[src/hdl/sliding_median_cost_macros.svh]
// Assertion macros for the sliding median cost block.
`ifndef SLIDING_MEDIAN_COST_MACROS_SVH
`define SLIDING_MEDIAN_COST_MACROS_SVH

// Same-cycle implication, checked out of reset.
`define SMC_ASSERT_NOW(lbl, ante, cons, msg) \
    lbl: assert property (@(posedge i_clk) disable iff (!i_rst_n) (ante) |-> (cons)) \
        else $error(msg);

// Next-cycle implication, checked out of reset.
`define SMC_ASSERT_NEXT(lbl, ante, cons, msg) \
    lbl: assert property (@(posedge i_clk) disable iff (!i_rst_n) (ante) |=> (cons)) \
        else $error(msg);

`endif

[src/hdl/smc_pkg.sv]
// Shared types and constants for the sliding median cost block.
`default_nettype none

package smc_pkg;

    // Fixed field widths
    localparam int MED_W  = 32;
    localparam int COST_W = 41;
    localparam int CFG_W  = 11;

    // Largest possible cost, used as saturation limit
    localparam logic [COST_W-1:0] COST_HIGH = 41'd2199023255040;

    // Command broadcast to every cell of the sorted chain
    typedef struct packed {
        logic clr;  // drop all entries
        logic ins;  // insert key in order
        logic rem;  // remove one entry equal to key
    } t_cell_cmd;

endpackage

`default_nettype wire

[src/hdl/smc_cell.sv]
// One cell of the sorted chain: holds one window sample and trades with its neighbors.
`default_nettype none

module smc_cell #(
    parameter int SW = 32
) (
    input  wire logic                  i_clk,
    input  wire logic                  i_rst_n,
    input  wire smc_pkg::t_cell_cmd    i_cmd,
    input  wire logic signed [SW-1:0]  i_key,
    input  wire logic signed [SW-1:0]  i_left_val,
    input  wire logic                  i_left_vld,
    input  wire logic signed [SW-1:0]  i_right_val,
    input  wire logic                  i_right_vld,
    output logic signed [SW-1:0]       o_val,
    output logic                       o_vld
);

    logic signed [SW-1:0] r_val;
    logic signed [SW-1:0] n_val;
    logic                 r_vld;
    logic                 n_vld;

    // Insert shifts larger entries right; remove drops the last of an equal run
    always_comb begin
        n_val = r_val;
        n_vld = r_vld;
        if (i_cmd.clr) begin
            n_vld = 1'b0;
        end else if (i_cmd.ins) begin
            if (i_left_vld && (i_left_val > i_key)) begin
                n_val = i_left_val;
                n_vld = 1'b1;
            end else if (i_left_vld && (!r_vld || (r_val > i_key))) begin
                n_val = i_key;
                n_vld = 1'b1;
            end
        end else if (i_cmd.rem) begin
            if (r_vld && (r_val >= i_key) && !(i_right_vld && (i_right_val == i_key))) begin
                n_val = i_right_val;
                n_vld = i_right_vld;
            end
        end
    end

    // Valid flag
    always_ff @(posedge i_clk) begin
        if (!i_rst_n) begin
            r_vld <= 1'b0;
        end else begin
            r_vld <= n_vld;
        end
    end

    // Sample value
    always_ff @(posedge i_clk) begin
        r_val <= n_val;
    end

    assign o_val = r_val;
    assign o_vld = r_vld;

endmodule

`default_nettype wire

[config.mk]
export PLATFORM = sky130hd
export DESIGN_NAME = smc_cell
export DESIGN_NICKNAME = d
export VERILOG_FILES = /design/src/hdl/sliding_median_cost_macros.svh /design/src/hdl/smc_pkg.sv /design/src/hdl/smc_cell.sv
export SDC_FILE = /design/constraint.sdc
export NUM_CORES = 1
export LEC_CHECK = 0
export BUFFER_PORTS_ARGS = -buffer_cell sky130_fd_sc_hd__clkbuf_2
export CAP_MARGIN = 15
export CORE_MARGIN = 1
export CORE_UTILIZATION = 25
export CTS_CLUSTER_DIAMETER = 200
export DETAILED_ROUTE_END_ITERATION = 7
export GPL_TIMING_DRIVEN = 0
export PLACE_DENSITY = 0.47
export SLEW_MARGIN = 0
export SYNTH_ARGS = -nofsm -noshare
export SYNTH_HDL_FRONTEND = slang
export SYNTH_SLANG_ARGS = --single-unit
[constraint.sdc]
create_clock -name i_clk -period 6.4 [get_ports i_clk]
set_input_delay 0.64 -clock i_clk [delete_from_list [all_inputs] [get_ports i_clk]]
set_output_delay 0.64 -clock i_clk [all_outputs]
set_load 0.01 [all_outputs]
Word-level counts from Yosys, hierarchy flattened. Cells that the tools add are included.

Register bits: 33. Input bits: 103. Logic and storage cells: 32.

Magnitude comparators: 3. Eq/ne operators: 2. Multiplexer cells: 10. Bitwise logic cells: 2. Reduce and logical (&&, ||, !) cells: 13.

Operators with widths (number): $mux W32 (5); $gt A32 B32 Y1 (2); $eq A32 B32 Y1 (1); $ge A32 B32 Y1 (1); $logic_and A1 B1 Y1 (5); $mux W1 (5); $reduce_and A4 Y1 (1); $reduce_bool A2 Y1 (2); $ne A3 B1 Y1 const B (1); $reduce_and A3 Y1 (1); $logic_not A1 Y1 (2); $not A1 Y1 (2); $reduce_or A2 Y1 (1); $logic_or A1 B1 Y1 (1).

Logic depth before layout (Yosys ltp).
Depth in word-level cells: 7. Depth in mapped cells: 10. Gate-level depth less buffers: 9.

Worst setup path after synthesis. Ideal clock, no wire load.

Kind: in2reg. Start: input i_key[31]. End: register r_val[0], in the netlist o_val[0] (enable). Data arrival time: 4.836 ns. Required time: 5.920 ns. Path slack: 1.083 ns. Cell stages on the path: 9. Path buffers: 0. Path through: inv_1 > ha_1 > nand4_1 > nor4_2 > inv_1 > o311a_1 > a31oi_1 > nor3b_1 > a311oi_1.

Longest elaborated chain between the ends: 6. Elaborated cells on any way between the ends: 14. Classes of those cells: order compare (3); eq/ne (2); reduce/logical (9).

RTL lines: start, declared (line smc_cell.sv:10) `input wire logic signed [SW-1:0] i_key,`; branches (longest 5 deep; another with $gt A32 B32 Y1); $reduce_and A4 Y1 (no source line) *; end signal, assigned (line smc_cell.sv:57) `r_val <= n_val;`; end, declared (line smc_cell.sv:19) `logic signed [SW-1:0] r_val;`.

Every way passes the cells marked *. A chain may end at the register's enable or synchronous reset.

Worst setup path after layout.
Start: input i_key[31]. End: register r_val[4], in the netlist o_val[4] (enable).

The elaborated chain is that of the path after synthesis.

==> results.json <==
{
  "hold_path_class": "in -> reg",
  "total_global_routing_overflow": 0,
  "status": "finished clean",
  "synth.most_common_cell": "inv_1",
  "numPortBuffers": 134,
  "fin_crit_ns": 3.81,
  "antenna_found_initial": 0,
  "power_density_nw_per_um2": 156,
  "grt_pass1_vias": 4180,
  "postCtsSetupBuffers": 0,
  "placement_setup_slack_ns": 2.26,
  "synth_top_area_share_pct": 24.3,
  "area_of_the_mapped_netlist_um2": 3960,
  "ys_top_cells_by_area": "edfxtp_1 (24%), ha_1 (20%), nand4_1 (8.2%)",
  "grt_first_pass_wirelength_um": 22800,
  "timing.max_slew.rel_slack_pct": 43.5,
  "placeable_core_area_um2": 15300,
  "tritoncts_num_sinks": 33,
  "firstDrtPassIters": 4,
  "clk_latency_worst_skew_pair_ns": 0.29,
  "totalWireLength_um": 14900,
  "yosys.cell_types.count": 46,
  "final_hold_viol_count": 0,
  "dominant_delay_contributor_by_cell_family_on_the_critical_path": "compound AO/OA/AOI/OAI gates",
  "gr-usage-all-layers_pct": 18.8,
  "diodes": 0,
  "timing.critical_path.required_ns": 6.40,
  "dieHeight_um": 128,
  "timing.critical_path.buf_inv": 4,
  "clock_path_buffers": 2,
  "synth_largest_area_cell": "edfxtp_1",
  "cts.hold.buffers_added": 0,
  "ys_seq_elements": 33,
  "grt_start_max_net_pins": 14,
  "layout.core_utilization_pct": 33.4,
  "yosys_warnings": 0,
  "crit_fanout": 13,
  "crit_path_start_kind": "primary input",
  "setup-tns-final_ns": 0,
  "cts_buffers": 5,
  "timing.critical_path.mode_cell": "inv_1",
  "routed-via-count": 4063,
  "postSynthNetCount": 614,
  "placement_rows": 45,
  "seq_area_frac_synth_pct": 24.8,
  "rsz_0062_raised_after_global_routing": "false",
  "cts_tree": "yes",
  "finalWeightedCongestion": 0.923,
  "number_of_synthesized_flops_with_an_enable_pin": 32,
  "achievable-frequency_ghz": 0.263,
  "worst_setup_path_end_kind": "register",
  "worst_slew_pin_slew_ns": 0.848,
  "synth_area_per_cell_um2": 8.86,
  "pnr_worst_setup_slack_ns": 2.59,
  "post-dp-hpwl_um": 12500,
  "post_cts_resize_count": 0,
  "power.static_leakage_uw": 0.00237,
  "routed_wire_length_per_instance_um": 18.6,
  "fraction_of_final_layout_cells_sized_beyond_drive_strength_1_pct": 29.3,
  "clock_tree_root_buffer_cell": "clkbuf_16",
  "design.final.nets": 757,
  "clk_pin_slew_worst_paths_ns": 0.06,
  "die_area_um2": 16300,
  "drt-vias-per-instance": 5.07,
  "io-pin-count": 136,
  "async_set_or_reset_register_ratio_after_synthesis_pct": 0,
  "min_period_over_period_pct": 59.5,
  "worst_ep_arrival_time_ns": 3.81,
  "max_transition_viols_final": 0,
  "post_synth_inst_count": 447,
  "yosys-top-cells-count": "inv_1 (69), ha_1 (64), nand4_1 (52)",
  "drt_drc_violations_left": 0,
  "area_growth_pct": 29.1,
  "hold_slack_ns": 0.606,
  "critical-path-max-stage-delay_ns": 0.78,
  "antenna_left": 0,
  "critical-path-slowest-cell": "a311oi_4",
  "cts_max_level": 2,
  "timing_worst_setup_path_type": "in -> reg",
  "drv_cap": 0,
  "synth_flop_cell": "edfxtp_1",
  "highest_ir_drop_seen_on_vdd_mv": 0.0891,
  "initial_core_util_pct": 25.9,
  "drt_first_iter_violations": 233,
  "dieWidth_um": 128,
  "finalSetupViolCount": 0,
  "fin_skew_ns": 0.0118,
  "crit_path_cell_trace": "clkbuf_2 > inv_1 > ha_1 > nand4_1 > nor4_2 > inv_1 > o311a_1 > a31oi_1 > nor3b_1 > a311oi_4 > buf_16"
}
-- per-stage QoR --
stage,power (µW),cell area (µm²),instances
after global routing,842,5110,802
after detailed placement,546,4970,794
after global placement,540,4890,792
after floorplan,425,3960,447
final,800,5110,802
after CTS,807,5110,802
-- path summary, 6_finish.rpt --
| check | start | end | slack [ns] | cells after the start |
|---|---|---|---|---|
| worst max register to register | o_val[31]$_DFFE_PP_ | o_val[4]$_DFFE_PP_ | 2.88 | 8 |
| worst min register to register | o_vld$_SDFFE_PP0P_ | o_vld$_SDFFE_PP0P_ | 0.68 | 3 |
| worst max-delay path | i_key[31] | o_val[4]$_DFFE_PP_ | 2.59 | 11 |
| worst min-delay path | i_right_vld | o_vld$_SDFFE_PP0P_ | 0.61 | 2 |
-- cells by family (layout without fill, tap and decap cells) --
family / Yosys count / count (layout) / share of synthesized area, %
fa+ha+maj: 64 / 64 / 20.2
buf+inv: 89 / 233 / 9.00
simple gates: 140 / 140 / 19.3
xor+xnor: 32 / 32 / 7.08
compound gates: 89 / 89 / 19.7
flops: 33 / 33 / 24.8
-- layer usage --
layer / global-route usage, % / wire length [µm] / up-vias
li1: - / - / 1982
met1: 24.0 / 6720 / 1908
met2: 31.9 / 6930 / 153
met3: 3.42 / 970 / 20
met4: 6.23 / 318 / 0
met5: 0 / 0 / -
-- power by group --
group	internal [µW]	leakage [µW]	switching, µW
sequential	251	0.000304	5.98
clock	156	0.0000712	102
combinational	115	0.00200	169
total	522	0.00237	278
-- registers in the layout, indices dropped and copies added (netlist names) --
signal / count
o_vld: 1
o_val: 32
-- layout by cell type (no fill, tap or decap), types with 4 or more instances in the layout --
cell type,instances
xor2_1,20
nand4_1,52
xnor2_1,12
nand3_1,12
edfxtp_1,32
ha_1,64
a21oi_1,27
clkbuf_2,134
nor4_1,7
inv_1,69
a221oi_1,4
o221ai_1,11
o221ai_2,21
clkbuf_16,5
nand2_1,47
o21ai_0,8
clkbuf_1,19
-- worst register-to-register path, cell delays in order (launching register included) --
cell      delay (ns)
edfxtp_1        0.42
ha_1            0.40
nand4_1         0.20
nor4_1          0.58
nor3b_1         0.30
a211o_1         0.17
a32oi_1         0.16
a311oi_4        0.78
buf_16          0.23
-- final cells by class --
cell class / instances / area (µm²)
buffer: 20 / 97.6
timing repair buffer: 136 / 726
sequential: 33 / 981
clock buffer: 8 / 146
tap: 211 / 264
fill: 1638 / 10200
multi-input combinational: 325 / 2640
inverter: 69 / 259
Note: power is estimated with default switching activity, not from simulation.
